`config.mk`:
```
export PLATFORM = sky130hd
export DESIGN_NAME = energy_meter_frame_decoder
export DESIGN_NICKNAME = d
export VERILOG_FILES = /design/src/rtl/emfd_pkg.sv /design/src/rtl/emfd_frame_sync.sv /design/src/rtl/energy_meter_frame_decoder.sv
export SDC_FILE = /design/constraint.sdc
export NUM_CORES = 1
export LEC_CHECK = 0
export BUFFER_PORTS_ARGS = -buffer_cell sky130_fd_sc_hd__buf_4
export CAP_MARGIN = 30
export CORE_MARGIN = 8
export CORE_UTILIZATION = 51
export DETAILED_ROUTE_END_ITERATION = 12
export PLACE_DENSITY = 0.75
export SLEW_MARGIN = 0
export SYNTH_ARGS = -nofsm -noshare
export SYNTH_HDL_FRONTEND = slang
export SYNTH_SLANG_ARGS = --single-unit
```
`constraint.sdc`:
```
create_clock -name clk -period 9.1 [get_ports clk]
set_clock_uncertainty 0.15 [all_clocks]
set_input_delay 2.275 -clock clk [delete_from_list [all_inputs] [get_ports clk]]
set_output_delay 2.275 -clock clk [all_outputs]
set_load 0.03 [all_outputs]
```
`src/rtl/emfd_pkg.sv`:
```
// Shared constants and types for the energy meter frame decoder.
package emfd_pkg;

    // Header bytes that open a frame
    localparam logic [7:0] HDR_STATE = 8'h55;
    localparam logic [7:0] HDR_CHECK = 8'h5A;

    // Frame positions: 0 while hunting, FIRST_POS..SUM_POS inside a frame
    localparam int         POS_W     = 5;
    localparam logic [POS_W-1:0] HUNT_POS  = 5'd0;
    localparam logic [POS_W-1:0] FIRST_POS = 5'd2;
    localparam logic [POS_W-1:0] SUM_POS   = 5'd23;

    // Frame bytes 2..22 are kept; store entry i holds frame byte i+2
    localparam int STORE_DEPTH = 21;

    // Store entries of the frame fields
    localparam int VOLT_PARAM_IDX = 0;
    localparam int VOLT_COEF_IDX  = 3;
    localparam int CURR_PARAM_IDX = 6;
    localparam int CURR_COEF_IDX  = 9;
    localparam int POW_PARAM_IDX  = 12;
    localparam int POW_COEF_IDX   = 15;
    localparam int FLAGS_IDX      = 18;
    localparam int PULSE_IDX      = 19;

    // Flag bits in the flag byte
    localparam int FLAG_OVERFLOW  = 7;
    localparam int FLAG_VOLT_COEF = 6;
    localparam int FLAG_CURR_COEF = 5;
    localparam int FLAG_POW_COEF  = 4;

    typedef logic [STORE_DEPTH-1:0][7:0] frame_store_t;

    // Status from the frame tracker to the top level
    typedef struct packed {
        logic at_sum_pos;   // next byte taken is the checksum byte
        logic sum_ok;       // running sum equals the byte on offer
    } sync_status_t;

endpackage

```
`src/rtl/emfd_frame_sync.sv`:
```
// Header hunting, byte position, running sum and payload store.
module emfd_frame_sync
    import emfd_pkg::*;
(
    input  logic         clk,
    input  logic         rst_n,
    input  logic         byte_en,
    input  logic [7:0]   byte_in,
    output sync_status_t status,
    output frame_store_t store
);

    logic [POS_W-1:0] pos_reg;
    logic [POS_W-1:0] pos_next;
    logic             hdr_reg;
    logic             hdr_next;
    logic [7:0]       sum_reg;
    logic [7:0]       sum_next;
    frame_store_t     store_reg;
    logic             store_shift;

    // Next state for one byte
    always_comb
    begin
        pos_next    = pos_reg;
        hdr_next    = hdr_reg;
        sum_next    = sum_reg;
        store_shift = 1'b0;
        if (byte_en)
        begin
            if (pos_reg != HUNT_POS)
            begin
                if (pos_reg != SUM_POS)
                begin
                    // payload byte, header values are not looked at here
                    store_shift = 1'b1;
                    sum_next    = sum_reg + byte_in;
                    pos_next    = pos_reg + POS_W'(1);
                end
                else
                begin
                    pos_next = HUNT_POS;
                    hdr_next = 1'b0;
                end
            end
            else if (byte_in == HDR_STATE)
            begin
                hdr_next = 1'b1;
            end
            else if (byte_in == HDR_CHECK && hdr_reg)
            begin
                pos_next = FIRST_POS;
                sum_next = 8'd0;
            end
            else
            begin
                hdr_next = 1'b0;
            end
        end
    end

    // Control state
    always_ff @(posedge clk or negedge rst_n)
    begin
        if (!rst_n)
        begin
            pos_reg <= HUNT_POS;
            hdr_reg <= 1'b0;
            sum_reg <= 8'd0;
        end
        else
        begin
            pos_reg <= pos_next;
            hdr_reg <= hdr_next;
            sum_reg <= sum_next;
        end
    end

    // Payload shift line: oldest byte ends at entry 0
    always_ff @(posedge clk)
    begin
        if (store_shift)
        begin
            store_reg <= {byte_in, store_reg[STORE_DEPTH-1:1]};
        end
    end

    assign status.at_sum_pos = (pos_reg == SUM_POS);
    assign status.sum_ok     = (sum_reg == byte_in);
    assign store             = store_reg;

endmodule

```
`src/rtl/energy_meter_frame_decoder.sv`:
```
// A result is registered: the checksum byte waits in the input register and sets the result flag as it moves on.
// Throughput: one byte per cycle; a frame end waits only while the previous result stalls.
// A byte is held in an input register, the result flag in an output register.
// Reset (rst_n low, asynchronous) clears position, header, sum and all held meter values.
// The payload store needs no clearing; every entry is written before it is read.
module energy_meter_frame_decoder
    import emfd_pkg::*;
(
    input  logic        clk,
    input  logic        rst_n,
    input  logic        rx_valid,
    output logic        rx_stall,
    input  logic [7:0]  rx_byte,
    output logic        res_valid,
    input  logic        res_stall,
    output logic        checksum_ok,
    output logic [23:0] voltage_param,
    output logic [23:0] voltage_coef,
    output logic [23:0] current_param,
    output logic [23:0] current_coef,
    output logic [23:0] power_param,
    output logic [23:0] power_coef,
    output logic [15:0] pulse_count,
    output logic [31:0] pulse_overflows
);

    logic         in_full_reg;
    logic [7:0]   in_byte_reg;
    logic         res_valid_reg;
    logic         ok_reg;
    logic [23:0]  volt_param_reg;
    logic [23:0]  volt_coef_reg;
    logic [23:0]  curr_param_reg;
    logic [23:0]  curr_coef_reg;
    logic [23:0]  pow_param_reg;
    logic [23:0]  pow_coef_reg;
    logic [15:0]  pulse_reg;
    logic [31:0]  overflow_reg;

    sync_status_t status;
    frame_store_t store;
    logic         slot_free;
    logic         advance;
    logic         frame_end;
    logic         load;
    logic [7:0]   flags;

    // Byte moves on unless it closes a frame and the result slot holds a stalled result
    assign slot_free = !res_valid_reg || !res_stall;
    assign advance   = in_full_reg && (!status.at_sum_pos || slot_free);
    assign frame_end = advance && status.at_sum_pos;
    assign load      = frame_end && status.sum_ok;
    assign rx_stall  = in_full_reg && !advance;
    assign flags     = store[FLAGS_IDX];

    emfd_frame_sync u_sync (
        .clk     (clk),
        .rst_n   (rst_n),
        .byte_en (advance),
        .byte_in (in_byte_reg),
        .status  (status),
        .store   (store)
    );

    // Input register
    always_ff @(posedge clk or negedge rst_n)
    begin
        if (!rst_n)
        begin
            in_full_reg <= 1'b0;
        end
        else if (!rx_stall)
        begin
            in_full_reg <= rx_valid;
        end
    end

    always_ff @(posedge clk)
    begin
        if (rx_valid && !rx_stall)
        begin
            in_byte_reg <= rx_byte;
        end
    end

    // Result slot
    always_ff @(posedge clk or negedge rst_n)
    begin
        if (!rst_n)
        begin
            res_valid_reg <= 1'b0;
        end
        else if (frame_end)
        begin
            res_valid_reg <= 1'b1;
        end
        else if (!res_stall)
        begin
            res_valid_reg <= 1'b0;
        end
    end

    always_ff @(posedge clk)
    begin
        if (frame_end)
        begin
            ok_reg <= status.sum_ok;
        end
    end

    // Held meter values, loaded from a good frame
    always_ff @(posedge clk or negedge rst_n)
    begin
        if (!rst_n)
        begin
            volt_param_reg <= 24'd0;
            volt_coef_reg  <= 24'd0;
            curr_param_reg <= 24'd0;
            curr_coef_reg  <= 24'd0;
            pow_param_reg  <= 24'd0;
            pow_coef_reg   <= 24'd0;
            pulse_reg      <= 16'd0;
            overflow_reg   <= 32'd0;
        end
        else if (load)
        begin
            volt_param_reg <= {store[VOLT_PARAM_IDX], store[VOLT_PARAM_IDX+1],
                               store[VOLT_PARAM_IDX+2]};
            curr_param_reg <= {store[CURR_PARAM_IDX], store[CURR_PARAM_IDX+1],
                               store[CURR_PARAM_IDX+2]};
            pow_param_reg  <= {store[POW_PARAM_IDX], store[POW_PARAM_IDX+1],
                               store[POW_PARAM_IDX+2]};
            pulse_reg      <= {store[PULSE_IDX], store[PULSE_IDX+1]};
            if (flags[FLAG_VOLT_COEF])
            begin
                volt_coef_reg <= {store[VOLT_COEF_IDX], store[VOLT_COEF_IDX+1],
                                  store[VOLT_COEF_IDX+2]};
            end
            if (flags[FLAG_CURR_COEF])
            begin
                curr_coef_reg <= {store[CURR_COEF_IDX], store[CURR_COEF_IDX+1],
                                  store[CURR_COEF_IDX+2]};
            end
            if (flags[FLAG_POW_COEF])
            begin
                pow_coef_reg <= {store[POW_COEF_IDX], store[POW_COEF_IDX+1],
                                 store[POW_COEF_IDX+2]};
            end
            if (flags[FLAG_OVERFLOW])
            begin
                overflow_reg <= overflow_reg + 32'd1;
            end
        end
    end

    assign res_valid       = res_valid_reg;
    assign checksum_ok     = ok_reg;
    assign voltage_param   = volt_param_reg;
    assign voltage_coef    = volt_coef_reg;
    assign current_param   = curr_param_reg;
    assign current_coef    = curr_coef_reg;
    assign power_param     = pow_param_reg;
    assign power_coef      = pow_coef_reg;
    assign pulse_count     = pulse_reg;
    assign pulse_overflows = overflow_reg;

endmodule

```
[Word-level counts from Yosys, hierarchy flattened]
Cells that the tools add are included.
W data, S select, Z words.
Word-level totals
  output and inout bits: 195
  register bits after elaboration: 385
Cells by class
  add/subtract/negate cells: 3
  equal/unequal tests: 10
  muxes and demuxes: 17
  reductions and logical operators: 22
Operators with widths (count)
  $add A32 B1 Y32 const B: 1
  $mux W8: 4
  $mux W5: 4
  $eq A8 B7 Y1 const B: 2
  $mux W1: 9
  $add A8 B8 Y8: 1
  $eq A8 B8 Y1: 1
  $reduce_and A2 Y1: 4
  $logic_and A1 B1 Y1: 6
  $reduce_and A3 Y1: 2
  $add A5 B1 Y5 const B: 1
  $eq A5 B5 Y1 const B: 1
  $logic_not A1 Y1: 5
  $ne A5 B5 Y1 const B: 1
  $reduce_bool A5 Y1: 1
  $ne A2 B1 Y1 const B: 2
  $ne A2 B2 Y1 const B: 2
  $reduce_and A4 Y1: 1
  $ne A3 B1 Y1 const B: 1
  $logic_or A1 B1 Y1: 2
  $reduce_bool A2 Y1: 1

[Longest topological paths before layout]
Gate-level depths: netlist of the first run.
  depth in word-level cells: 8
  gate-level depth with buffers: 8

[By module]
From an unflattened synthesis of the first run, not the netlist that was laid out.
Unflattened totals
  cells, all modules: 780
  area, all modules: 14331.2 µm²
Modules (own cells, without submodules)
  energy_meter_frame_decoder: cells an instance 506, area each 8220.4 µm², instances 1
  emfd_frame_sync: cells an instance 274, area each 6110.9 µm², instances 1

[Least setup slack after synthesis of the first run]
Ideal clock, no wire load.
  path kind: register -> register
  start point: reg u_sync.pos_reg[0]
  end point: reg u_sync.pos_reg[3]
  library setup time: 110 ps
  setup slack: 62 ps
  clock period less this slack: 9038 ps
  data arrival time: 8778 ps
  required time: 8840 ps
  cell stages (with the launch flop): 6
  path through: dfrtp_1 ha_1 nand4b_4 nand2_1 nor2_1 a22o_1
Between the ends
  word-level cells in the longest chain between the ends: 5
  elaborated cells between the ends (all ways): 12
RTL lines
  start: declaration: RTL line emfd_frame_sync.sv:13  | logic [POS_W-1:0] pos_reg;
  start signal: assignment: RTL line emfd_frame_sync.sv:73  | pos_reg <= pos_next;
  branches (longest 5 deep; another with $add A5 B1 Y5)
Several ways; the timed one is not identified.
A chain may end at the register's enable or synchronous reset.

[Worst setup path in the final report of the first run]
  start point: in res_stall
  end point: out rx_stall
Between the ends
  word-level cells in the longest chain between the ends: 6
RTL lines
  start: declaration: RTL line energy_meter_frame_decoder.sv:15  | input logic res_stall,
  $logic_not A1 Y1
  $logic_or A1 B1 Y1: RTL line energy_meter_frame_decoder.sv:49  | assign slot_free = !res_valid_reg || !res_stall;
  $logic_or A1 B1 Y1: RTL line energy_meter_frame_decoder.sv:50  | assign advance = in_full_reg && (!status.at_sum_pos || slot_free);
  $logic_and A1 B1 Y1: RTL line energy_meter_frame_decoder.sv:50
  $logic_not A1 Y1: RTL line energy_meter_frame_decoder.sv:53  | assign rx_stall = in_full_reg && !advance;
  $logic_and A1 B1 Y1: RTL line energy_meter_frame_decoder.sv:53
  end: declaration: RTL line energy_meter_frame_decoder.sv:12  | output logic rx_stall,
Every way passes these cells.

==> impl_metrics.ini, run 1 <==
[final_layout]
nFillCells = 1956
nets = 1019
fin_util_pct = 63.8
n_antenna_cell = 0
syn_to_final_growth_pct = 23.6
largest_reg_flops = 168
final_cells = 1367
final_area_sq_mm = 0.0171
drive_above_1_share_pct = 41.9

[sta]
holdWs_ns = 0.268
fmax_ghz = 0.195
report.final.setup_viol = 0
setup_tns_ns = 0
fin_crit_sh_pct = 56.5
rsz0062_at_grt = false
hold_viol = 0
period_needed_ns = 5.14
finalMaxSlewViolations = 0
worst_slew_pin_slew_ns = 0.873
relSlewSlack_pct = 41.8

[grt]
track_usage_pct = 16.4
antenna_found_initial = 0
grt_first_pass_wirelength_um = 42900
grt_pass1_vias = 7402
overflow = 0
grt_max_degree = 79

[critical_path]
cp_max_fo = 3
required_ns = 6.68
endpoint_kind = output port
startpoint_type = input port
crit_arrival_ns = 2.72
path_class = in -> out

[synth]
syn_area_sq_mm = 0.0138
yosysWarnings = 0
avgSynthCellArea_sq_um = 18.3
ys_seq_elements = 385
yosysTopAreaCellShare_pct = 38.4
syn-num-nets = 780
synth_top_area_cell = edfxtp_1
synth_compound_area_share_pct = 1.39
muxShareOfSynthArea_pct = 13.2
ys_types = 48
ys_seq_area_share_pct = 76.0
synthXorXnorAreaFrac_pct = 2.41
synthAdderAreaFrac_pct = 1.05
synth-simple-area-share_pct = 4.80
syn_inst = 757
synth_top_family_by_area = multiplexers
synthTopCellsByArea = edfxtp_1 (38%), dfrtp_1 (38%), mux2_2 (12%)

[die]
core_area_sq_mm = 0.0268
dieArea_sq_mm = 0.0327
rows = 60
die_x_um = 181
start_util_pct = 51.6
num_io_pins = 207
fp.dieH_um = 181

[place]
placed_cells = 1295
dp_hpwl_um = 18300
routabilityCongestion = 0.807
place_area_sq_mm = 0.0158
io_buffers = 206

[pwr]
clockPowerShare_pct = 37.7
power_density_mw_per_mm2 = 243
p_leak_uw = 0.00800
swShare_pct = 23.1
seqPwrFrac_pct = 54.5
pwr-share-comb_pct = 7.9
vdd_drop_max_v = 0.000164
p_sw_uw = 960
p_int_uw = 3190

[detailed_routing]
post_drt_wl_per_cell_um = 19.8
drt_iter0_markers = 499
vias = 7159
vias_per_cell = 5.24
drt_wl_total_um = 27100
drtAntennaViolNets = 0
drc = 0
firstDrtPassIters = 4

[clocking]
cts_buffers = 40
cts_tree = done
clk_pin_slew_worst_paths_ns = 0.06
cts_setup_buffers = 0
ctsHoldBuffers = 0
clock-sinks = 385
post_cts_resized = 0
cts_buffer_depth = 3
cts_root_buf = clkbuf_16
clk-insertion-delay-late_ns = 0.51
cts-htree-levels = 2

[status]
run_status = complete, no violations

[run]
cap_violations = 0

[min_path]
hold_path.class = reg -> reg
## layout by cell type (no fill, tap or decap), types with 8 or more instances in the layout
cell type / netlist / routed
edfxtp_1: 177 / 177
dfrtp_1: 208 / 208
ha_1: 10 / 10
nor2_1: 17 / 16
clkbuf_16: 0 / 42
mux2_2: 142 / 142
xor2_1: 11 / 11
inv_1: 10 / 10
nand3_1: 18 / 18
buf_4: 3 / 214
nand2_1: 28 / 28
xnor2_1: 27 / 27
clkbuf_1: 1 / 12
clkbuf_8: 0 / 8
mux2_1: 20 / 20
## path summary, 6_finish.rpt
check,start,slack [ns],cells after the start,to
setup / recovery,res_stall,3.96,4,rx_stall
hold / removal,u_sync.store[146]$_DFFE_PP_,0.27,0,u_sync.store[138]$_DFFE_PP_
setup reg to reg,in_byte_reg[1]$_DFFE_PP_,5.22,8,current_coef[17]$_DFFE_PN0P_
hold reg to reg,u_sync.store[146]$_DFFE_PP_,0.27,0,u_sync.store[138]$_DFFE_PP_
max in group asynchronous,rst_n,5.84,2,power_param[2]$_DFFE_PN0P_
min in group asynchronous,rst_n,1.60,1,voltage_param[22]$_DFFE_PN0P_
## metrics by stage
| step | total power, uW | worst slack (ns) |
|---|---|---|
| 3_5_place_dp | 2630 | 3.90 |
| 2_1_floorplan | 2510 | 0.0619 |
| 6_report | 4150 | 3.96 |
| 4_1_cts | 4200 | 3.96 |
| 5_1_grt | 4320 | 3.92 |
| 3_3_place_gp | 2600 | 3.95 |
## critical path: stages
cell	delay, ns
buf_4	0.11
nand4_1	0.11
inv_1	0.06
buf_4	0.16
## logic make-up (layout without fill, tap and decap cells)
kind of cell | after synthesis | count (layout)
and+or+nand+nor | 104 | 104
DFF | 385 | 385
muxes | 162 | 162
adders and majority gates | 11 | 11
AOI/OAI and AO/OA | 27 | 27
buffers and inverters | 30 | 299
xor gates and xnor gates | 38 | 38
## cell type report
cell class | count | area, sq um | share of cell area [%]
inverters | 10 | 37.5 | 0.220
clock buffers | 62 | 1210 | 7.05
well taps | 341 | 427 | 2.50
flip-flops and latches | 385 | 10500 | 61.5
multi-input cells | 342 | 3170 | 18.5
repair buffers | 217 | 1660 | 9.73
clock inverters | 10 | 76.3 | 0.446
## synthesized netlist by cell type, drive strengths merged
master,count
nor2,17
nand2,30
and2,1
nor4,4
nand3,19
ha,10
o31ai,2
or4b,1
xnor2,27
a21oi,6
a2bb2oi,1
or4,1
nand4b,1
fa,1
xor2,11
a22o,5
a21o,2
a41oi,1
buf,19
nand2b,2
nor4b,1
and4,6
o21ai,7
nor3,6
dfrtp,208
edfxtp,177
inv,10
o21a,2
nor4bb,1
o32a,1
mux2,162
nor2b,2
clkbuf,1
and3,2
nand4,7
nor3b,1
or2,1
and4b,1
## layer usage
layer | global-route usage [%] | share of wire (%) | wire length, um | vias to the layer above
met5 | 0 | 0 | 0 | -
met3 | 5.22 | 7.7 | 2080 | 47
met1 | 22.5 | 44 | 12000 | 3646
met4 | 4.79 | 2.2 | 600 | 0
met2 | 24.7 | 46 | 12400 | 213
li1 | - | - | - | 3253
## power by group through the flow
stage | Clock (uW) | Combinational (uW) | Sequential [uW]
final | 1560 | 326 | 2260
after global routing | 1670 | 363 | 2290
after CTS | 1610 | 332 | 2260
after detailed placement | 0 | 333 | 2290
after global placement | 0 | 314 | 2280
after floorplan | 0 | 225 | 2280
Power figures use the tool's default switching activity.
==> inputs of run 2 (changes only) <==
--- a/config.mk
+++ b/config.mk
@@ -5,12 +5,13 @@
 export SDC_FILE = /design/constraint.sdc
 export NUM_CORES = 1
 export LEC_CHECK = 0
+export ABC_AREA = 1
 export BUFFER_PORTS_ARGS = -buffer_cell sky130_fd_sc_hd__buf_4
 export CAP_MARGIN = 30
 export CORE_MARGIN = 8
-export CORE_UTILIZATION = 51
+export CORE_UTILIZATION = 55
 export DETAILED_ROUTE_END_ITERATION = 12
-export PLACE_DENSITY = 0.75
+export PLACE_DENSITY = 0.77
 export SLEW_MARGIN = 0
 export SYNTH_ARGS = -nofsm -noshare
 export SYNTH_HDL_FRONTEND = slang
==> constraint.sdc (replaced) <==
create_clock -name clk -period 5 [get_ports clk]
set_clock_uncertainty 0.15 [all_clocks]
set_input_delay 1.25 -clock clk [delete_from_list [all_inputs] [get_ports clk]]
set_output_delay 1.25 -clock clk [all_outputs]
set_load 0.03 [all_outputs]
==> run 2 against run 1 <==
  * Register-to-register slack got worse by 3.3 ns
  * Sequential power is 81% higher
  * Largest power group unchanged
  * Total power grew 86%
  * Cell area up 4.7%
  * Highest routed layer unchanged
==> impl_metrics.ini, run 2 <==
[die]
start_util_pct = 55.5
rows = 60
num_io_pins = 207
dieArea_sq_mm = 0.0324
core_area_sq_mm = 0.0267
fp.dieH_um = 180
die_x_um = 180

[final_layout]
largest_reg_flops = 168
final_cell_mix = nand2_1 (510), buf_4 (214), dfrtp_1 (208), edfxtp_1 (177), nand3_1 (109)
final_common_cell = nand2_1
drive_above_1_share_pct = 18.6
syn_to_final_growth_pct = 21.0
final_cells = 1919
nets = 1570
final_area_sq_mm = 0.0179
n_antenna_cell = 0

[detailed_routing]
drt_iter0_markers = 1103
route.met2.wl_um = 16300
drc = 0
wl_met1_um = 14700
firstDrtPassIters = 5
wl_met3_um = 2590
vias_per_cell = 5.39
highest_layer = met4
post_drt_wl_per_cell_um = 18.0
vias = 10300
drtAntennaViolNets = 0
drt_wl_total_um = 34500

[pwr]
power_density_mw_per_mm2 = 430
p_leak_uw = 0.00867
vdd_drop_max_v = 0.000286

[sta]
holdWs_ns = 0.267
setup_tns_ns = 0
rsz0062_at_grt = false
hold_viol = 0
fmax_ghz = 0.299
finalMaxSlewViolations = 0
report.final.setup_viol = 0
worst_slew_pin_slew_ns = 0.950
fin_crit_sh_pct = 66.9
relSlewSlack_pct = 36.6
period_needed_ns = 3.35

[synth]
synthAdderAreaFrac_pct = 0.982
synthTopCellsByArea = edfxtp_1 (36%), dfrtp_1 (35%), nand2_1 (13%)
yosys-top-cells-count = nand2_1 (510), dfrtp_1 (208), edfxtp_1 (177), nand3_1 (110), o21ai_0 (99)
ys_seq_area_share_pct = 71.2
ys_async_sr_fraction_pct = 54.0
synth_ff_type = dfrtp_1
ys_types = 27
yosysTopAreaCellShare_pct = 36.0
muxShareOfSynthArea_pct = 0
synth-simple-area-share_pct = 19.6
yosysMostFrequentCell = nand2_1
syn-num-nets = 1368
synth_compound_area_share_pct = 3.65
ys_seq_elements = 385
synth_top_area_cell = edfxtp_1
syn_inst = 1345
synthXorXnorAreaFrac_pct = 1.35
syn_area_sq_mm = 0.0148
avgSynthCellArea_sq_um = 11.0
synth_edf_count = 177
synth_top_family_by_area = simple AND/OR/NAND/NOR gates
yosysWarnings = 0

[critical_path]
startpoint_type = input port
cp_max_fo = 3
critical_path.max_stage_delay_ns = 0.18
critPathBufInv = 3
cp_top_family = simple AND/OR/NAND/NOR gates
cpMostUsedCell = buf_4
required_ns = 3.60
slowest_stage = buf_4
crit_chain = buf_4, nand2_1, inv_1, nand3_1, nor2_1, buf_4
reg2reg_slack_ns = 1.90
path_class = in -> out
crit_arrival_ns = 1.95
endpoint_kind = output port

[place]
routabilityCongestion = 0.903
place_area_sq_mm = 0.0166
io_buffers = 206
dp_hpwl_um = 22200
placed_cells = 1846

[clocking]
clk-insertion-delay-late_ns = 0.52
post_cts_resized = 0
cts-htree-levels = 2
cts_setup_buffers = 0
clk_pin_slew_worst_paths_ns = 0.06
ctsHoldBuffers = 0
cts_buffers = 40
clock-sinks = 385
cts_root_buf = clkbuf_16
cts_tree = done
cts_buffer_depth = 3

[grt]
antenna_found_initial = 0
overflow = 0
grt_pass1_vias = 10400
track_usage_pct = 21.0
grt_first_pass_wirelength_um = 55600
grt_max_degree = 171

[run]
cap_violations = 0

[status]
run_status = complete, no violations

[min_path]
hold_path.class = reg -> reg
==> run 2: area by class of cell <==
cell class	instances	area (sq um)
fill	2012	8760
timing repair buffer	216	1640
tap	341	427
clock buffer	51	1090
clock inverter	22	211
sequential	385	10500
multi-input combinational	850	3800
inverter	54	203
==> run 2: power by group <==
group	total (uW)	internal (uW)	switching [uW]	leakage, uW
sequential	4090	3840	253	0.00458
combinational	683	199	484	0.00346
clock	2920	1710	1210	0.000637
total	7690	5750	1940	0.00867
==> run 2: kinds of logic after synthesis <==
| group | count (synthesis) |
|---|---|
| AO/OA/AOI/OAI | 107 |
| XOR/XNOR | 22 |
| flip-flops | 385 |
| buffers and inverters | 110 |
| AND/OR/NAND/NOR | 710 |
| adder cells (fa/ha/maj) | 11 |
==> run 2: path summary, 6_finish.rpt <==
path                                             startpoint                        endpoint  cells past startpoint
worst max-delay path                              res_stall                        rx_stall                      6
worst min-delay path            u_sync.store[145]$_DFFE_PP_     u_sync.store[137]$_DFFE_PP_                      0
worst max register to register     in_byte_reg[1]$_DFFE_PP_    current_coef[15]$_DFFE_PN0P_                      7
worst min register to register  u_sync.store[145]$_DFFE_PP_     u_sync.store[137]$_DFFE_PP_                      0
max in group asynchronous                             rst_n  pulse_overflows[5]$_DFFE_PN0P_                      2
min in group asynchronous                             rst_n     power_param[21]$_DFFE_PN0P_                      1
==> run 2: routing by layer <==
layer	GRT usage, %	vias to the layer above
li1	-	4837
met3	4.42	61
met4	6.67	0
met1	28.2	5079
met5	0	-
met2	34.1	365
==> run 2: through the flow <==
step	utilization, %	setup slack, ns	total power, uW
floorplan	-	0.888	4540
global placement	62.3	1.66	4800
detailed placement	62.3	1.63	4830
CTS	67.1	1.65	7750
global route	67.1	1.56	7990
finish	67.1	1.65	7690
==> inputs of run 3 (changes only) <==
==> constraint.sdc (replaced) <==
create_clock -name clk -period 3.2 [get_ports clk]
set_clock_uncertainty 0.15 [all_clocks]
set_input_delay 0.8 -clock clk [delete_from_list [all_inputs] [get_ports clk]]
set_output_delay 0.8 -clock clk [all_outputs]
set_load 0.03 [all_outputs]
==> run 3 against run 2 <==
  * Sequential share of layout area down 0.72 points
  * Non-clock buffer count up 11
  * First-iteration DRC count down 14%
  * Core utilization up 0.83 points
  * Critical endpoint is now pulse_overflows[2]$_DFFE_PN0P_
==> impl_metrics.ini, run 3 (synthesis results as in run 2) <==
[status]
run_status = complete, no violations

[detailed_routing]
highest_layer = met4
vias_per_cell = 5.42
wl_met3_um = 2720
firstDrtPassIters = 7
drc = 0
drt_wl_total_um = 35600
drtAntennaViolNets = 0
drt_iter0_markers = 951
route.met2.wl_um = 16700
post_drt_wl_per_cell_um = 18.5
vias = 10400
wl_met1_um = 15300

[pwr]
vdd_drop_max_v = 0.000505
p_leak_uw = 0.00877
power_density_mw_per_mm2 = 679

[final_layout]
n_antenna_cell = 0
nets = 1579
final_common_cell = nand2_1
final_cell_mix = nand2_1 (507), buf_4 (218), dfrtp_1 (208), edfxtp_1 (177), nand3_1 (109)
drive_above_1_share_pct = 19.4
largest_reg_flops = 168
fin_util_pct = 68.0
syn_to_final_growth_pct = 22.5

[die]
dieArea_sq_mm = 0.0324
die_x_um = 180
core_area_sq_mm = 0.0267
rows = 60
fp.dieH_um = 180
start_util_pct = 55.5
num_io_pins = 207

[critical_path]
path_class = reg -> reg
crit_arrival_ns = 3.01
critPathBufInv = 1
r2r_end = pulse_overflows[2]$_DFFE_PN0P_
crit_chain = ha_1, nor3_2, nand3_4, nor2_4, buf_12, nand2_2, nand2_1, o21ai_0
slowest_stage = edfxtp_1
rr_worst_depth = 8
cp_top_family = simple AND/OR/NAND/NOR gates
cp_max_fo = 64
critical_path.max_stage_delay_ns = 0.47
required_ns = 3.43
startpoint_type = flip-flop
r2r_start = in_byte_reg[1]$_DFFE_PP_
reg2reg_slack_ns = 0.43
endpoint_kind = flip-flop

[sta]
worst_slew_pin_slew_ns = 0.930
fmax_ghz = 0.361
setup_tns_ns = 0
finalMaxSlewViolations = 0
relSlewSlack_pct = 38.0
hold_viol = 0
rsz0062_at_grt = false
report.final.setup_viol = 0
period_needed_ns = 2.77
fin_ws_ns = 0.427
fin_crit_sh_pct = 86.7

[clocking]
clk-insertion-delay-late_ns = 0.53
cts_tree = done
cts_buffer_depth = 3
cts_root_buf = clkbuf_16
ctsHoldBuffers = 0
post_cts_resized = 0
cts_setup_buffers = 0
clk_pin_slew_worst_paths_ns = 0.06
cts-htree-levels = 2
clock-sinks = 385
cts_buffers = 38

[grt]
grt_max_degree = 91
track_usage_pct = 21.6
overflow = 0
grt_first_pass_wirelength_um = 56700
grt_pass1_vias = 10500
antenna_found_initial = 0

[run]
cap_violations = 0

[place]
dp_hpwl_um = 23200
pre_cts_ws_ns = 0.449
routabilityCongestion = 0.878
io_buffers = 206

[min_path]
hold_path.class = in -> async
run 3: cell count changes in the layout (fill, tap and decap cells not counted), sizes merged:
| cell | previous run | this run |
|---|---|---|
| buf | 216 | 227 |
| bufinv | 3 | 6 |
| clkbuf | 51 | 52 |
| clkinv | 14 | 8 |
| clkinvlp | 4 | 2 |
| inv | 55 | 56 |
run 3: per-layer routing:
layer	GRT usage, %	vias to the layer above
met5	0	-
met1	29.6	5134
met4	6.77	0
met2	34.2	395
met3	4.68	65
li1	-	4855
run 3: layout make-up:
cell class | count | area, sq um
flip-flops and latches | 385 | 10500
fillers | 1973 | 8530
multi-input cells | 850 | 3830
repair buffers | 227 | 1810
clock buffers | 52 | 1060
well taps | 341 | 427
clock inverters | 18 | 263
inverters | 54 | 203
run 3: how the worst max path moves through the flow:
stage / from / end / slack (ns) / cells after the start
final: in_byte_reg[1]$_DFFE_PP_ / pulse_overflows[2]$_DFFE_PN0P_ / 0.43 / 8
after global routing: in_byte_reg[1]$_DFFE_PP_ / voltage_coef[15]$_DFFE_PN0P_ / 0.24 / 7
after CTS: in_byte_reg[1]$_DFFE_PP_ / current_coef[2]$_DFFE_PN0P_ / 0.41 / 7
after detailed placement: in_byte_reg[1]$_DFFE_PP_ / voltage_coef[17]$_DFFE_PN0P_ / 0.45 / 7
after global placement: in_byte_reg[1]$_DFFE_PP_ / voltage_coef[0]$_DFFE_PN0P_ / 0.52 / 7
after floorplan: u_sync.pos_reg[0]$_DFFE_PN0P_ / u_sync.pos_reg[3]$_DFFE_PN0P_ / -0.78 / 9
run 3: worst reg2reg max path: stages, from the launching register on:
cell and delay, ns:
edfxtp_1 0.47, ha_1 0.38, nor3_2 0.28, nand3_4 0.14, nor2_4 0.34, buf_12 0.31, nand2_2 0.34, nand2_1 0.13
o21ai_0 0.10
run 3: stage by stage:
| stage | power, uW | hold WS (ns) | instances | area, sq um |
|---|---|---|---|---|
| after detailed placement | 7650 | 0.255 | 1857 | 16800 |
| after global placement | 7590 | 0.253 | 1857 | 16800 |
| after floorplan | 7130 | 0.250 | 1345 | 14800 |
| final | 12300 | 0.0740 | 1927 | 18100 |
| after CTS | 12400 | 0.106 | 1927 | 18100 |
| after global routing | 12800 | 0.118 | 1927 | 18100 |
run 3: report_power, final:
group	internal [uW]	switching, uW	total, uW	leakage, uW
Combinational	376	823	1200	0.00354
Sequential	5990	383	6370	0.00458
Clock	2840	1890	4730	0.000648
